===== src/hdl/mtl_pkg.sv =====
// Shared types and constants for the markup token lexer.
`default_nettype none

package mtl_pkg;

  // Lexer state: what is held back, if anything
  typedef enum logic [2:0] {
    ST_IDLE = 3'd0,
    ST_SIGN = 3'd1,
    ST_ZERO = 3'd2,
    ST_INT  = 3'd3,
    ST_DOT  = 3'd4,
    ST_FRAC = 3'd5,
    ST_STR  = 3'd6,
    ST_HALT = 3'd7
  } lx_state_t;

  typedef enum logic [2:0] {
    KIND_NUM   = 3'd0,
    KIND_STR   = 3'd1,
    KIND_OPEN  = 3'd2,
    KIND_CLOSE = 3'd3,
    KIND_QUOTE = 3'd4,
    KIND_SLASH = 3'd5
  } tok_kind_t;

  typedef enum logic [1:0] {
    ERR_NONE    = 2'd0,
    ERR_LEAD0   = 2'd1,
    ERR_DOT     = 2'd2,
    ERR_INVALID = 2'd3
  } err_code_t;

  typedef struct packed {
    tok_kind_t  kind;
    logic [7:0] ch;
    logic       last;
    err_code_t  err;
  } tok_res_t;

  localparam logic [7:0] CH_ZERO  = 8'h30;
  localparam logic [7:0] CH_NINE  = 8'h39;
  localparam logic [7:0] CH_UA    = 8'h41;
  localparam logic [7:0] CH_UZ    = 8'h5A;
  localparam logic [7:0] CH_MINUS = 8'h2D;
  localparam logic [7:0] CH_DOT   = 8'h2E;
  localparam logic [7:0] CH_LT    = 8'h3C;
  localparam logic [7:0] CH_GT    = 8'h3E;
  localparam logic [7:0] CH_QUOTE = 8'h22;
  localparam logic [7:0] CH_SLASH = 8'h2F;
  localparam logic [7:0] CH_SPACE = 8'h20;
  localparam logic [7:0] CH_NL    = 8'h0A;

  // Result queue
  localparam int unsigned QDEPTH = 4;
  localparam int unsigned QAW    = $clog2(QDEPTH);

endpackage

`default_nettype wire


===== src/hdl/markup_token_lexer.sv =====
// Markup token lexer: byte stream in, one token character per result out.
//
//   channel  | dir | tdata              | tuser                          | tlast
//   ---------+-----+--------------------+--------------------------------+-------------
//   s_axis   | in  | [7:0] byte_in      | -                              | end_of_input
//   m_axis   | out | [7:0] token_char   | [2:0] token_kind, [4:3] error  | last_in_token
//
// One input item accepted per cycle while s_axis_tready is high. Each item yields zero,
// one or two results, which go into a four-entry result queue; results leave one per
// cycle while m_axis_tready is high; an item's results enter the queue as it is taken.
// s_axis_tready is high while the queue holds two results or fewer, so once three
// results wait on a stalled m_axis, s_axis is held off until one leaves.
// rst (synchronous) returns the lexer to idle, drops the held character and
// empties the queue. After an error result the lexer halts until rst.
`default_nettype none

module markup_token_lexer
  import mtl_pkg::*;
(
  input  wire logic       clk,
  input  wire logic       rst,
  input  wire logic       s_axis_tvalid,
  output logic            s_axis_tready,
  input  wire logic [7:0] s_axis_tdata,   // [7:0] byte_in
  input  wire logic       s_axis_tlast,   // end_of_input
  output logic            m_axis_tvalid,
  input  wire logic       m_axis_tready,
  output logic [7:0]      m_axis_tdata,   // [7:0] token_char
  output logic [4:0]      m_axis_tuser,   // [2:0] token_kind, [4:3] error_code
  output logic            m_axis_tlast    // last_in_token
);

  // lexer state and held-back character
  lx_state_t  state, state_next;
  logic [7:0] held, held_next;

  // result queue
  tok_res_t        queue [QDEPTH];
  logic [QAW-1:0]  wr_ptr, rd_ptr;
  logic [QAW:0]    count, count_next;

  logic       in_acc, out_acc;
  logic [7:0] c;
  logic       eoi, c_digit, c_upper;

  // what a character does when nothing is held
  logic       idle_emit;
  tok_res_t   idle_res;
  lx_state_t  idle_st;
  logic [7:0] idle_held;

  // results of this item
  tok_res_t   res0, res1;
  logic [1:0] n_res;
  tok_kind_t  cur_kind;

  function automatic tok_res_t mk_res(tok_kind_t k, logic [7:0] ch, logic last,
                                      err_code_t e);
    tok_res_t r;
    r.kind = k;
    r.ch   = ch;
    r.last = last;
    r.err  = e;
    return r;
  endfunction

  assign c       = s_axis_tdata;
  assign eoi     = s_axis_tlast;
  assign c_digit = (c >= CH_ZERO) && (c <= CH_NINE);
  assign c_upper = (c >= CH_UA) && (c <= CH_UZ);

  assign s_axis_tready = (count < (QAW+1)'(QDEPTH - 1));
  assign in_acc        = s_axis_tvalid && s_axis_tready;
  assign m_axis_tvalid = (count != '0);
  assign out_acc       = m_axis_tvalid && m_axis_tready;

  assign cur_kind = (state == ST_STR) ? KIND_STR : KIND_NUM;

  // character seen from idle
  always_comb begin
    idle_emit = 1'b0;
    idle_res  = mk_res(KIND_NUM, c, 1'b1, ERR_NONE);
    idle_st   = ST_IDLE;
    idle_held = '0;
    if (c == CH_SPACE || c == CH_NL) begin
      idle_st = ST_IDLE;
    end else if (c == CH_MINUS) begin
      idle_st   = ST_SIGN;
      idle_held = c;
    end else if (c == CH_ZERO) begin
      idle_st   = ST_ZERO;
      idle_held = c;
    end else if (c_digit) begin
      idle_st   = ST_INT;
      idle_held = c;
    end else if (c_upper) begin
      idle_st   = ST_STR;
      idle_held = c;
    end else if (c == CH_LT) begin
      idle_emit = 1'b1;
      idle_res  = mk_res(KIND_OPEN, c, 1'b1, ERR_NONE);
    end else if (c == CH_GT) begin
      idle_emit = 1'b1;
      idle_res  = mk_res(KIND_CLOSE, c, 1'b1, ERR_NONE);
    end else if (c == CH_QUOTE) begin
      idle_emit = 1'b1;
      idle_res  = mk_res(KIND_QUOTE, c, 1'b1, ERR_NONE);
    end else if (c == CH_SLASH) begin
      idle_emit = 1'b1;
      idle_res  = mk_res(KIND_SLASH, c, 1'b1, ERR_NONE);
    end else begin
      idle_emit = 1'b1;
      idle_res  = mk_res(KIND_NUM, c, 1'b0, ERR_INVALID);
      idle_st   = ST_HALT;
    end
  end

  // next state and results for one item
  always_comb begin
    state_next = state;
    held_next  = held;
    n_res      = 2'd0;
    res0       = mk_res(cur_kind, held, 1'b0, ERR_NONE);
    res1       = idle_res;

    if (state == ST_HALT) begin
      n_res = 2'd0;
    end else if (eoi) begin
      // flush held char; a dangling dot is an error
      if (state == ST_DOT) begin
        res0       = mk_res(KIND_NUM, 8'h00, 1'b0, ERR_DOT);
        n_res      = 2'd1;
        state_next = ST_HALT;
      end else begin
        res0       = mk_res(cur_kind, held, 1'b1, ERR_NONE);
        n_res      = (state != ST_IDLE) ? 2'd1 : 2'd0;
        state_next = ST_IDLE;
      end
      held_next = '0;
    end else begin
      case (state)
        ST_IDLE: begin
          res0       = idle_res;
          n_res      = {1'b0, idle_emit};
          state_next = idle_st;
          held_next  = idle_held;
        end
        ST_SIGN, ST_ZERO, ST_INT, ST_FRAC, ST_STR: begin
          if (state == ST_ZERO && c_digit) begin
            res0       = mk_res(KIND_NUM, c, 1'b0, ERR_LEAD0);
            n_res      = 2'd1;
            state_next = ST_HALT;
            held_next  = '0;
          end else if (state == ST_STR && (c_upper || c == CH_MINUS)) begin
            n_res      = 2'd1;
            state_next = ST_STR;
            held_next  = c;
          end else if (state != ST_STR && c_digit) begin
            n_res      = 2'd1;
            held_next  = c;
            if (state == ST_FRAC) begin
              state_next = ST_FRAC;
            end else if (state == ST_SIGN && c == CH_ZERO) begin
              state_next = ST_ZERO;
            end else begin
              state_next = ST_INT;
            end
          end else if (state != ST_STR && state != ST_FRAC && c == CH_DOT) begin
            n_res      = 2'd1;
            state_next = ST_DOT;
            held_next  = c;
          end else begin
            // token ends here; the new character starts afresh
            res0       = mk_res(cur_kind, held, 1'b1, ERR_NONE);
            n_res      = idle_emit ? 2'd2 : 2'd1;
            state_next = idle_st;
            held_next  = idle_held;
          end
        end
        ST_DOT: begin
          if (c_digit) begin
            n_res      = 2'd1;
            state_next = ST_FRAC;
            held_next  = c;
          end else begin
            res0       = mk_res(KIND_NUM, c, 1'b0, ERR_DOT);
            n_res      = 2'd1;
            state_next = ST_HALT;
            held_next  = '0;
          end
        end
        default: begin
          n_res = 2'd0;
        end
      endcase
    end
  end

  always_comb begin
    count_next = count;
    if (in_acc) begin
      count_next = count_next + (QAW+1)'(n_res);
    end
    if (out_acc) begin
      count_next = count_next - (QAW+1)'(1);
    end
  end

  always_ff @(posedge clk) begin
    if (rst) begin
      state  <= ST_IDLE;
      held   <= '0;
      wr_ptr <= '0;
      rd_ptr <= '0;
      count  <= '0;
    end else begin
      if (in_acc) begin
        state  <= state_next;
        held   <= held_next;
        wr_ptr <= wr_ptr + QAW'(n_res);
      end
      if (out_acc) begin
        rd_ptr <= rd_ptr + QAW'(1);
      end
      count <= count_next;
    end
  end

  always_ff @(posedge clk) begin
    if (in_acc && n_res != 2'd0) begin
      queue[wr_ptr] <= res0;
    end
    if (in_acc && n_res == 2'd2) begin
      queue[wr_ptr + QAW'(1)] <= res1;
    end
  end

  assign m_axis_tdata = queue[rd_ptr].ch;
  assign m_axis_tuser = {queue[rd_ptr].err, queue[rd_ptr].kind};
  assign m_axis_tlast = queue[rd_ptr].last;

endmodule

`default_nettype wire


===== config.mk =====
export PLATFORM = sky130hd
export DESIGN_NAME = markup_token_lexer
export DESIGN_NICKNAME = d
export VERILOG_FILES = /design/src/hdl/mtl_pkg.sv /design/src/hdl/markup_token_lexer.sv
export SDC_FILE = /design/constraint.sdc
export NUM_CORES = 1
export LEC_CHECK = 0
export BUFFER_PORTS_ARGS = -buffer_cell sky130_fd_sc_hd__clkbuf_2
export CELL_PAD_IN_SITES_DETAIL_PLACEMENT = 0
export CELL_PAD_IN_SITES_GLOBAL_PLACEMENT = 2
export CORE_ASPECT_RATIO = 0.75
export CORE_MARGIN = 8
export CORE_UTILIZATION = 43
export DETAILED_ROUTE_END_ITERATION = 8
export GPL_ROUTABILITY_DRIVEN = 1
export PLACE_DENSITY = 0.94
export SETUP_SLACK_MARGIN = 0.1
export SLEW_MARGIN = 20
export SYNTH_ARGS = -nofsm -noshare
export SYNTH_HDL_FRONTEND = slang
export SYNTH_SLANG_ARGS = --single-unit
export TNS_END_PERCENT = 50

===== constraint.sdc =====
create_clock -name clk -period 5.5 [get_ports clk]
set_input_delay 0.55 -clock clk [delete_from_list [all_inputs] [get_ports clk]]
set_output_delay 0.55 -clock clk [all_outputs]
set_load 0.005 [all_outputs]

=== Word level (Yosys, flattened, before mapping) ===
Memories as Yosys holds them, arrays and structs flattened. A register that Yosys moved wholly into a read port is not among the register bits.
Index checks and enable logic that the tools add are counted.

* Add/sub/neg operators: 5
* Order comparisons: 5
* Equal/unequal tests: 19
* Mux-type cells: 73
* Bitwise logic cells: 1
* Reduce and logical (&&, ||, !) cells: 21

{| class="wikitable"
|+ Operators with widths
! kind !! count
|-
| $mux 14 || 11
|-
| $mux 8 || 11
|-
| $eq 8x6->1 const B || 8
|-
| $mux 3 || 21
|-
| $pmux 14 s3 || 1
|-
| $mux 12 || 3
|-
| $pmux 8 s3 || 1
|-
| $mux 2 || 10
|-
| $mux 1 || 13
|-
| $eq 3x3->1 const B || 4
|-
| $logic_and 1x1->1 || 12
|-
| $pmux 3 s3 || 1
|-
| $eq 8x4->1 const B || 1
|-
| $ge 8x6->1 const B || 1
|-
| $ge 8x7->1 const B || 1
|-
| $le 8x6->1 const B || 1
|-
| $le 8x7->1 const B || 1
|-
| $eq 3x2->1 const B || 2
|-
| $ne 3x3->1 const B || 2
|-
| $pmux 2 s3 || 1
|-
| $reduce_bool 3->1 || 2
|-
| $reduce_or 5->1 || 1
|-
| $add 2x1->2 const B || 2
|-
| $reduce_bool 4->1 || 1
|-
| 11 further kinds || 12
|}

* Register bits: 18
* Bits in writable memories: 56
* Input port bits: 13
* Output and inout bits: 16
* Logic and storage cells: 130
* Memories kept: 1

{| class="wikitable"
|+ Memory list
! name !! words !! width !! read ports !! clocked after memory_dff !! write ports !! RTL line !! RTL
|-
| queue || 4 || 14 || 1 || 1 || 2 || markup_token_lexer.sv:38 || <nowiki>tok_res_t queue [QDEPTH];</nowiki>
|}

=== Logic depth before layout (Yosys ltp) ===
Gate-level depths: netlist of the first run.

* Depth in word-level cells: 19
* Mapped depth: 17
* Gate-level depth less buffers: 15

=== Worst setup path after synthesis of the first run ===
Ideal clock, no wire load.

* Kind: input-to-reg
* From: input s_axis_tdata[7]
* To: register count[1]
* Setup time: 0.065 ns
* Arrival time: 3.653 ns
* Data required time: 5.435 ns
* Setup slack: 1.782 ns
* Stages: 16
* Path buffers: 2
* Cells stage by stage: buf_6 > or3b_4 > or4_4 > buf_6 > o2111ai_2 > o21ai_0 > o41ai_1 > nor2_1 > ha_1 > inv_1 > fa_1 > nor2_1 > a21oi_1 > ha_1 > mux2_2 > nor2_1

* Longest elaborated chain between the ends: 19
* Elaborated cells on any way between the ends: 34
* Classes of those cells: add/sub (2); order compare (4); eq/ne (5); mux (15); reduce/logical (8)

{| class="wikitable"
|+ Ends and longest elaborated chain
! what !! RTL line !! RTL
|-
| from (decl) || markup_token_lexer.sv:24 || <nowiki>input wire logic [7:0] s_axis_tdata,</nowiki>
|-
| $ge 8x7->1 / $le 8x7->1 (equally long branches) || markup_token_lexer.sv:70 || <nowiki>assign c_upper = (c >= CH_UA) && (c <= CH_UZ);</nowiki>
|-
| $logic_and 1x1->1 || markup_token_lexer.sv:70 ||
|-
| $mux 1 || markup_token_lexer.sv:96 || <nowiki>end else if (c_upper) begin</nowiki>
|-
| $mux 1 || markup_token_lexer.sv:93 || <nowiki>end else if (c_digit) begin</nowiki>
|-
| $mux 1 || markup_token_lexer.sv:90 || <nowiki>end else if (c == CH_ZERO) begin</nowiki>
|-
| $mux 1 || markup_token_lexer.sv:87 || <nowiki>end else if (c == CH_MINUS) begin</nowiki>
|-
| $mux 1 || markup_token_lexer.sv:85 || <nowiki>if (c == CH_SPACE || c == CH_NL) begin</nowiki>
|-
| $mux 2 || markup_token_lexer.sv:175 || <nowiki>n_res = idle_emit ? 2'd2 : 2'd1;</nowiki>
|-
| [3 not listed] || - ||
|-
| $mux 2 || markup_token_lexer.sv:149 || <nowiki>if (state == ST_ZERO && c_digit) begin</nowiki>
|-
| $pmux 2 s3 (*) || markup_token_lexer.sv:141 || <nowiki>case (state)</nowiki>
|-
| $mux 2 (*) || markup_token_lexer.sv:128 || <nowiki>end else if (eoi) begin</nowiki>
|-
| $mux 2 (*) || markup_token_lexer.sv:126 || <nowiki>if (state == ST_HALT) begin</nowiki>
|-
| $add 3x2->3 (*) || markup_token_lexer.sv:202 || <nowiki>count_next = count_next + (QAW+1)'(n_res);</nowiki>
|-
| $mux 3 (*) || markup_token_lexer.sv:201 || <nowiki>if (in_acc) begin</nowiki>
|-
| $sub 3x1->3 || markup_token_lexer.sv:205 || <nowiki>count_next = count_next - (QAW+1)'(1);</nowiki>
|-
| $mux 3 (*) || markup_token_lexer.sv:204 || <nowiki>if (out_acc) begin</nowiki>
|-
| to (signal assigned) || markup_token_lexer.sv:225 || <nowiki>count <= count_next;</nowiki>
|-
| to (decl) || markup_token_lexer.sv:40 || <nowiki>logic [QAW:0] count, count_next;</nowiki>
|}

Every way passes the cells marked *; elsewhere a longest branch is shown, timed or not.
A chain may end at the register's enable or synchronous reset.

=== Worst setup path in the final report of the first run ===
* From: register state[2]
* To: register count[1]

* Longest elaborated chain between the ends: 14
* Elaborated cells on any way between the ends: 30
* Classes of those cells: add/sub (2); eq/ne (9); mux (11); reduce/logical (8)

{| class="wikitable"
|+ Ends and longest elaborated chain
! what !! RTL line !! RTL
|-
| from (decl) || markup_token_lexer.sv:34 || <nowiki>lx_state_t state, state_next;</nowiki>
|-
| from (signal assigned) || markup_token_lexer.sv:218 || <nowiki>state <= state_next;</nowiki>
|-
| $ne 3x3->1, on equally long branches || markup_token_lexer.sv:158, markup_token_lexer.sv:168 ||
|-
| $logic_and 1x1->1 (2 in a row) || markup_token_lexer.sv:168 || <nowiki>end else if (state != ST_STR && state != ST_FRAC && c == CH_DOT) begin</nowiki>
|-
| $mux 2 || markup_token_lexer.sv:168 ||
|-
| $mux 2 || markup_token_lexer.sv:158 || <nowiki>end else if (state != ST_STR && c_digit) begin</nowiki>
|-
| $mux 2 || markup_token_lexer.sv:154 || <nowiki>end else if (state == ST_STR && (c_upper || c == CH_MINUS)) begin</nowiki>
|-
| $mux 2 || markup_token_lexer.sv:149 ||
|-
| $pmux 2 s3 || markup_token_lexer.sv:141 ||
|-
| $mux 2 || markup_token_lexer.sv:128 ||
|-
| $mux 2 (*) || markup_token_lexer.sv:126 ||
|-
| $add 3x2->3 (*) || markup_token_lexer.sv:202 ||
|-
| $mux 3 (*) || markup_token_lexer.sv:201 ||
|-
| $sub 3x1->3 || markup_token_lexer.sv:205 ||
|-
| $mux 3 (*) || markup_token_lexer.sv:204 ||
|}

Marked as above.

==> results of run 1 <==
[worst paths after layout]
path | startpoint | end | slack [ns] | depth (start not counted)
setup / recovery | state[2]$_SDFFE_PP0P_ | count[1]$_SDFF_PP0_ | 1.73 | 14
hold / removal | held[7]$_SDFFE_PP0P_ | held[7]$_SDFFE_PP0P_ | 0.47 | 1
hold reg to reg | held[7]$_SDFFE_PP0P_ | held[7]$_SDFFE_PP0P_ | 0.47 | 1
setup reg to reg | state[2]$_SDFFE_PP0P_ | count[1]$_SDFF_PP0_ | 1.73 | 14
[routing by layer]
metal / wire length [microns] / vias up
li1: - / 1677
met1: 5630 / 1779
met2: 5300 / 160
met3: 893 / 17
met4: 170 / 0
met5: 0 / -
[flip-flops by register name, summed over array words and instances (netlist names), named ones only]
signal  count
rd_ptr      2
wr_ptr      2
state       3
held        8
count       3
queue      56
[cells in the mapped netlist, types with 3 or more instances]
master	n	area, sq um
dfxtp_1	20	400
a221o_1	4	40.0
o21ai_0	59	295
nor4_1	4	25.0
buf_2	7	35.0
o21a_1	3	22.5
nor3_1	11	55.1
mux4_2	14	315
a21o_1	6	45.0
nor2_1	46	173
xnor2_1	6	52.6
a21oi_1	15	75.1
nand2_1	38	143
clkbuf_1	19	71.3
or3_1	5	31.3
a22o_1	3	26.3
o31ai_1	5	37.5
a32oi_1	3	26.3
ha_1	3	37.5
o211ai_1	5	37.5
nand3_1	10	50.1
inv_1	6	22.5
and2_1	3	18.8
o22ai_1	4	25.0
edfxtp_1	56	1680
mux2_2	13	146
and3_1	3	18.8
[through the flow]
| stage | total power (W) | hold WS, ns | instances | util (%) |
|---|---|---|---|---|
| after CTS | 0.00204 | 0.478 | 584 | 48.9 |
| after floorplan | 0.00128 | 0.430 | 429 | - |
| after global placement | 0.00149 | 0.450 | 568 | 46.2 |
| final | 0.00202 | 0.468 | 584 | 48.9 |
| after global routing | 0.00214 | 0.508 | 584 | 48.9 |
| after detailed placement | 0.00150 | 0.461 | 568 | 46.2 |
[cell families after synthesis]
| logic type | count (synthesis) |
|---|---|
| compound gates | 133 |
| mux | 29 |
| simple gates | 140 |
| buf+inv | 39 |
| flops | 76 |
| xor+xnor | 8 |
| fa+ha+maj | 4 |
[power by group through the flow]
stage          registers (W)  logic [W]  clock network (W)
3_5_place_dp        0.000844   0.000659                  0
6_report            0.000829   0.000660           0.000534
4_1_cts             0.000832   0.000664           0.000542
3_3_place_gp        0.000836   0.000655                  0
2_1_floorplan       0.000774   0.000502                  0
5_1_grt             0.000847   0.000731           0.000565
[final cells by class]
| type | count | area (sq um) |
|---|---|---|
| multi-input cells | 314 | 2250 |
| clock inverters | 6 | 40.0 |
| well taps | 136 | 170 |
| inverters | 8 | 31.3 |
| fillers | 915 | 5220 |
| flip-flops and latches | 76 | 2080 |
| repair buffers | 34 | 185 |
| clock buffers | 10 | 229 |
==> results.txt, run 1 <==
Leading cell type in the layout, fill and taps excluded: o21ai_0
Total grt overflow: 0
Number of synthesized flops with an enable pin: 56
Cts repair resizes: 0
Most frequent CP cell: nor2_1
Combinational share of power: 32.6%
Finished Cell Area: 4990 sq um
Root buf cell: clkbuf_16
F_max: 265 MHz
Avg WL per Cell: 20.5 microns
Sw frac: 34.1%
Worst path cell trace: inv_1 > o2111a_1 > a21o_1 > o41ai_1 > buf_4 > nor2_1 > ha_1 > inv_1 > fa_1 > nor2_1 > a21oi_1 > ha_1 > mux2_2 > nor2_1
Ys flop type: edfxtp_1
Int Pwr: 0.00133 W
HPWL Detailed: 8510 microns
Clk network pwr share: 26.4%
PnR worst setup slack: 1.73 ns
Worst slew margin: 31.7%
Num ports: 29
Crit-path max FO: 18
Cell family with most CP delay: compound AO/OA/AOI/OAI gates
Period minus WS final: 3.77 ns
Drt via density: 6.22
Crit-path max cell delay: 0.72 ns
Fraction of layout cells with a size suffix above 1: 22.1%
Drc violations: 0
CP Buf/Inv Count: 3
CTS tree: done
DR iter-0 viols: 500
Area Overhead vs Synth: 11.4%
CTS Buffer Depth: 2
Core area: 10,200 sq um
Worst-Margin Slew: 1.02 ns
Peak supply drop: 138 uV
Yosys reg bits: 76
Simple-Gate Fraction of Synth Area: 15.3%
Synth Area in Compound Gates: 20.7%
CP endpoint kind: flip-flop
Die height: 104 microns
Yosys warns: 0
DR vias: 3,633
Die area: 14,000 sq um
Setup tns final: 0 ns
Syn_area_per_cell: 10.4 sq um
Gr usage total: 17.3%
Synth Cell Area: 4480 sq um
Clk_skew: 0.00834 ns
# setup viols final: 0
Setup CP Type: reg -> reg
H-tree Lvls: 3
Status: completed
Final Hold Vio Count: 0
GPL Wtd Cong: 0.914
Dpl cell area: 4720 sq um
Vias in the first global route: 3,378
Final Max Tran Viols: 0
M2 GR Usage: 25.1%
Largest family of logic cells by synthesized area: compound AO/OA/AOI/OAI gates
Num CTS Buffers: 9
Pre-CTS WS: 1.43 ns
Type of origin of the critical path: flip-flop
Critical Path AT: 4.05 ns
Worst-path clk slew: 0.06 ns
Post-synthesis sequential area ratio: 46.5%
Asr flop ratio synth: 0%
Mux contribution to synthesized area: 10.8%
IO Port Bufs: 28
Xor and xnor area share after synthesis: 1.57%
Switch Pwr: 0.000689 W
Met3 usage: 3.57%
Worst hold path type: reg -> reg
Final period util: 68.6%
CP required: 5.77 ns
Post-Syn Nets: 446
Global-route wire length before repair: 18,900 microns
Synth unique cells: 72
Router iterations before antenna repair: 5
Die X-Extent: 134 microns
Post-Synth Adder-Cell Area: 1.29%
GR peak layer: met2
Initial antenna violation count: 0
Cell row count: 32
Starting Density: 43.8%
Most frequent cells in the layout: o21ai_0, edfxtp_1, nor2_1, nand2_1, clkbuf_2
Hold_buf cts: 0
Max cap viols: 0
Largest net degree at the start of global routing: 20
Post-synthesis cell count: 429
Clock Sinks: 76
Antenna Nets Post-Route: 0
DRT Wirelength: 12,000 microns
RSZ-0062 raised after global routing: no
Pwr per Cell Area: 406 nW/um^2
Clk Latency, worst-skew pair: 0.33 ns
Diodes inserted: 0
Sequential share of power: 41.0%
Met1 Track Usage GR: 24.8%
Final nets: 460
Post-CTS Repair Setup Buffers: 0
Slowest CP cell: dfxtp_1
Leak: 1.68 nW
Power figures use the tool's default switching activity.
==> inputs of run 2 (changes only) <==
CORE_UTILIZATION = 36   (was 43)
PLACE_DENSITY = 0.85   (was 0.94)
clock period = 3.3 ns   (was 5.5 ns; I/O delays follow)
==> run 2 against run 1 <==
Net effect:
- critical path depth grew 1
- total power grew 75%
- sequential power grew 57%
- sequential share of layout area shrank 2.9 points
- utilization shrank 5.0 points
- clock-buffer cell count shrank 1
- via count grew 2.7%
- flip-flop and latch count is the same
- worst hold slack lost 0.097 ns
- setup slack lost 1.4 ns
- register-to-register slack lost 1.4 ns
- critical endpoint unchanged
==> results.txt, run 2 (same netlist as run 1, synthesis figures left out) <==
GPL Wtd Cong: 0.882 (-3.5%)
Fraction of layout cells with a size suffix above 1: 28.5% (+6.4 points)
# setup viols final: 0 (unchanged)
Max cap viols: 0 (unchanged)
Initial antenna violation count: 0 (unchanged)
Met2 wire length: 5600 microns (+5.8%)
Biggest register: queue
Routed length on met3: 968 microns (+8.4%)
Peak supply drop: 281 uV (+100%)
Wl on met1: 5690 microns (+1.1%)
Largest net degree at the start of global routing: 18 (-10%)
Critical Path AT: 3.28 ns (-0.77 ns)
Biggest regs: queue (56), held (8)
Clk_skew: 0.0141 ns (+0.00574 ns)
Die X-Extent: 145 microns (+8.2%)
Pwr per Cell Area: 660 nW/um^2 (+63%)
Setup CP Type: in -> reg
Worst hold path type: in -> reg
Global-route wire length before repair: 20,000 microns (+5.7%)
Root buf cell: clkbuf_16
Clock Sinks: 76 (unchanged)
Gr usage total: 15.9% (-1.4 points)
HPWL Detailed: 9060 microns (+6.4%)
Switch Pwr: 0.00117 W (+70%)
Area Overhead vs Synth: 19.8%
Clk Latency, worst-skew pair: 0.34 ns (about the same)
Post-layout util: 43.9% (-5.0 points)
Top routing layer used: met4
Combinational share of power: 35.3% (+2.7 points)
Final Hold Vio Count: 0 (unchanged)
Cell row count: 35 (+9.4%)
Antenna Nets Post-Route: 0 (unchanged)
Final period util: 91.3%
Die height: 113 microns (+7.9%)
Router iterations before antenna repair: 5 (unchanged)
Total grt overflow: 0 (unchanged)
H-tree Lvls: 3 (unchanged)
Final Max Tran Viols: 0 (unchanged)
CTS tree: done
Max reg flops: 56 (unchanged)
Num CTS Buffers: 9 (unchanged)
Die area: 16,300 sq um (+17%)
Num ports: 29 (unchanged)
Status: completed
IO Port Bufs: 28 (unchanged)
Worst-path clk slew: 0.06 ns (about the same)
Core area: 12,200 sq um (+20%)
Cts repair resizes: 0 (unchanged)
Worst slew margin: 52.2% (+20 points)
Sequential share of power: 36.7% (-4.3 points)
Sw frac: 33.2% (-0.85 points)
Final nets: 497 (+8.0%)
Vias in the first global route: 3,559 (+5.4%)
Drt via density: 5.73 (-7.9%)
Diodes inserted: 0 (unchanged)
DRT Wirelength: 12,400 microns (+3.1%)
DR vias: 3,730 (+2.7%)
DR iter-0 viols: 329 (-34%)
RSZ-0062 raised after global routing: no
Avg WL per Cell: 19.0 microns (-7.5%)
Drc violations: 0 (unchanged)
Crit-path max FO: 3 (-15)
Total Power: 0.00354 W (+75%)
Leading cell type in the layout, fill and taps excluded: o21ai_0
CP endpoint kind: flip-flop
Post-CTS Repair Setup Buffers: 0 (unchanged)
Int Pwr: 0.00236 W (+77%)
Leak: 1.88 nW (+12%)
Most frequent cells in the layout: o21ai_0, edfxtp_1, nor2_1, buf_4, nand2_1
Hold_buf cts: 0 (unchanged)
CTS Buffer Depth: 2 (unchanged)
F_max: 332 MHz
Starting Density: 36.6% (-7.2 points)
Period minus WS final: 3.01 ns
Worst-Margin Slew: 0.717 ns (-0.303 ns)
Clk network pwr share: 28.1% (+1.7 points)
Type of origin of the critical path: primary input
CP required: 3.57 ns (-2.20 ns)
## run 2: power groups by stage
| stage | logic (W) | clock network, W | registers (W) |
|---|---|---|---|
| 2_1_floorplan | 0.000844 | 0 | 0.00129 |
| 3_3_place_gp | 0.00124 | 0 | 0.00131 |
| 3_5_place_dp | 0.00125 | 0 | 0.00132 |
| 4_1_cts | 0.00126 | 0.00101 | 0.00130 |
| 5_1_grt | 0.00139 | 0.00105 | 0.00132 |
| 6_report | 0.00125 | 0.000992 | 0.00130 |
## run 2: area by class of cell
cell class	instances	area [sq um]
Clock buffer	9	225
Clock inverter	7	73.8
Fill cell	1136	6860
Inverter	8	31.3
Multi-Input combinational cell	314	2270
Sequential cell	76	2080
Tap cell	166	208
Timing Repair Buffer	71	475
## run 2: stage by stage
| stage | setup WS [ns] | hold WS [ns] | setup TNS (ns) | instances | instance area, sq um |
|---|---|---|---|---|---|
| floorplan | -0.101 | 0.430 | -3.19 | 429 | 4500 |
| global placement | -0.0215 | 0.443 | -0.0215 | 635 | 5060 |
| detailed placement | -0.0501 | 0.449 | -0.0501 | 635 | 5060 |
| CTS | 0.297 | 0.339 | 0 | 651 | 5360 |
| global route | 0.114 | 0.365 | 0 | 651 | 5360 |
| finish | 0.286 | 0.371 | 0 | 651 | 5360 |
## run 2: worst max-delay path, stage by stage
cell       delay (ns)
clkbuf_2         0.09
or3b_4           0.40
or4_4            0.55
o2111ai_4        0.13
o21ai_1          0.11
o41ai_2          0.09
nor2_1           0.11
ha_1             0.19
inv_1            0.06
fa_1             0.40
nor2_1           0.11
a21oi_1          0.07
ha_1             0.31
mux2_2           0.26
nor2_1           0.07
## run 2: layer usage
metal,track usage [%],vias up
li1,-,1755
met1,22.7,1827
met2,23.4,139
met3,4.07,9
met4,4.01,0
met5,0,-
## run 2: path summary, 6_finish.rpt
check                              from                    to  cells past startpoint  slack (ns)
setup / recovery        s_axis_tdata[6]   count[1]$_SDFF_PP0_                     15        0.29
hold / removal            m_axis_tready   count[0]$_SDFF_PP0_                      4        0.37
setup reg to reg  state[0]$_SDFFE_PP0P_   count[1]$_SDFF_PP0_                     13        0.30
hold reg to reg    held[7]$_SDFFE_PP0P_  held[7]$_SDFFE_PP0P_                      1        0.47
==> inputs of run 3 (changes only) <==
CORE_UTILIZATION = 25   (was 36)
PLACE_DENSITY = 0.65   (was 0.85)
==> run 3 against run 2 <==
Net effect:
- critical path depth did not move
- sequential power barely moved
- clock power fell by 9.0%
- combinational power rose by 5%
- via count fell by 0.21%
- sequential share of layout area fell by 0.91 points
- worst hold slack got worse by 0.020 ns
- die area rose by 38%
- clock skew fell by 0.0051 ns
- non-clock buffer count rose by 10
- utilization fell by 13 points
- largest power group is now combinational cells
==> results.txt, run 3 (same netlist as run 1, synthesis figures left out) <==
Status: completed
Drc violations: 0 (unchanged)
Die X-Extent: 171 microns (+18%)
Period minus WS final: 2.99 ns (-0.0248 ns)
Gr usage total: 12.6% (-3.3 points)
Starting Density: 25.4% (-11 points)
Slowest CP cell: or4_4
Hold_buf cts: 0 (unchanged)
Leak: 1.91 nW (+1.3%)
Pwr per Cell Area: 639 nW/um^2 (-3.1%)
Cell family with most CP delay: simple AND/OR/NAND/NOR gates
Clock Sinks: 76 (unchanged)
Worst slew margin: 48.8% (-3.4 points)
Initial antenna violation count: 0 (unchanged)
Worst path cell trace: clkbuf_2 > or3b_4 > or4_4 > o2111ai_4 > o21ai_1 > o41ai_2 > nor2_1 > ha_1 > inv_1 > fa_1 > nor2_1 > a21oi_2 > ha_1 > mux2_2 > nor2_1
CP endpoint kind: flip-flop
Area Overhead vs Synth: 22.8%
Pre-CTS WS: -0.0730 ns (-0.0229 ns)
Final nets: 507 (+2.0%)
Final Max Tran Viols: 0 (unchanged)
Die height: 132 microns (+17%)
Peak supply drop: 209 uV (-26%)
Setup CP Type: in -> reg
DRT Wirelength: 13,900 microns (+12%)
Max cap viols: 0 (unchanged)
Worst hold path type: in -> reg
Router iterations before antenna repair: 5 (unchanged)
Num ports: 29 (unchanged)
F_max: 335 MHz (+0.83%)
CP required: 3.58 ns (about the same)
DR iter-0 viols: 310 (-5.8%)
CP Buf/Inv Count: 2 (unchanged)
CTS Buffer Depth: 2 (unchanged)
Leading cell type in the layout, fill and taps excluded: o21ai_0
Switch Pwr: 0.00121 W (+3.3%)
Die area: 22,500 sq um (+38%)
Combinational share of power: 37.2% (+1.9 points)
H-tree Lvls: 3 (unchanged)
Clk_skew: 0.00897 ns (-0.00510 ns)
HPWL Detailed: 10,300 microns (+14%)
Root buf cell: clkbuf_16
CTS tree: done
Most frequent cells in the layout: o21ai_0, edfxtp_1, buf_4, nor2_1, nand2_1
Fraction of layout cells with a size suffix above 1: 29.7% (+1.2 points)
Core area: 17,600 sq um (+44%)
Worst-path clk slew: 0.06 ns (about the same)
Clk network pwr share: 25.7% (-2.4 points)
RSZ-0062 raised after global routing: no
Clk Latency, worst-skew pair: 0.34 ns (about the same)
Antenna Nets Post-Route: 0 (unchanged)
Vias in the first global route: 3,717 (+4.4%)
Final period util: 90.6% (-0.75 points)
# setup viols final: 0 (unchanged)
Sequential share of power: 37.1% (+0.4 points)
Most frequent CP cell: nor2_1
Biggest regs: queue (56), held (8)
Type of origin of the critical path: primary input
PnR worst setup slack: 0.311 ns (+0.0248 ns)
Max reg flops: 56 (unchanged)
Int Pwr: 0.00230 W (-2.6%)
Final Hold Vio Count: 0 (unchanged)
Global-route wire length before repair: 21,800 microns (+9.1%)
Sw frac: 34.5% (+1.3 points)
Avg WL per Cell: 18.8 microns (-1.0%)
Biggest register: queue
Dpl cell area: 5220 sq um (+3.1%)
Largest net degree at the start of global routing: 19 (+1)
Diodes inserted: 0 (unchanged)
IO Port Bufs: 28 (unchanged)
Critical Path AT: 3.27 ns (about the same)
Cell row count: 42 (+20%)
Total grt overflow: 0 (unchanged)
Crit-path max cell delay: 0.55 ns (about the same)
Post-layout util: 31.2% (-13 points)
Worst-Margin Slew: 0.749 ns (+0.0322 ns)
Num CTS Buffers: 9 (unchanged)
Finished Cell Area: 5500 sq um (+2.5%)
DR vias: 3,722 (-0.21%)
Crit-path max FO: 3 (unchanged)
GPL Wtd Cong: 0.879 (-0.27%)
Drt via density: 5.05 (-12%)
==> run 3: cell types whose count changed in the layout (fill, tap and decap cells not counted), sizes merged <==
cell	previous run	this run
clkinv	6	7
buf	43	53
bufinv	1	0
inv	8	7
clkinvlp	0	1
==> run 3: per-layer routing <==
layer  wire length, microns  global-route usage (%)  vias up
met4                    114                    2.63        0
met3                    709                    3.14       10
met1                   6930                    18.1     1847
met5                      0                       0        -
met2                   6100                    18.9       98
li1                       -                       -     1767
==> run 3: what timing repair did <==
action                     4_1_cts  5_1_grt
resized for setup                0        2
setup endpoints to repair        0        1
buffers inserted                 0        1
==> run 3: final timing paths <==
path                                            start                    to  slack (ns)  cells past startpoint
worst min-delay path                  s_axis_tdata[0]  held[0]$_SDFFE_PP0P_        0.35                      2
worst max register to register  state[0]$_SDFFE_PP0P_   count[1]$_SDFF_PP0_        0.36                     12
worst max-delay path                  s_axis_tdata[6]   count[1]$_SDFF_PP0_        0.31                     15
worst min register to register   held[7]$_SDFFE_PP0P_  held[7]$_SDFFE_PP0P_        0.46                      1
==> run 3: cell type report <==
| type | instances | area [sq um] |
|---|---|---|
| clock buffer | 9 | 225 |
| clock inverter | 7 | 41.3 |
| fill | 1804 | 12100 |
| inverter | 8 | 31.3 |
| multi-input combinational | 314 | 2270 |
| sequential | 76 | 2080 |
| tap | 242 | 303 |
| timing repair buffer | 81 | 538 |
==> run 3: stage by stage <==
stage / total power (W) / std cells / TNS [ns] / hold WS [ns]
after global routing: 0.00372 / 737 / 0 / 0.382
after floorplan: 0.00213 / 429 / -3.19 / 0.430
after global placement: 0.00263 / 720 / -0.0170 / 0.445
after detailed placement: 0.00265 / 720 / -0.0730 / 0.444
after CTS: 0.00356 / 736 / 0 / 0.340
final: 0.00351 / 737 / 0 / 0.351
==> run 3: power groups by stage <==
stage	registers, W	logic (W)	clock network, W
6_report	0.00130	0.00131	0.000903
5_1_grt	0.00132	0.00144	0.000958
4_1_cts	0.00131	0.00132	0.000927
3_5_place_dp	0.00133	0.00132	0
3_3_place_gp	0.00132	0.00131	0
2_1_floorplan	0.00129	0.000844	0
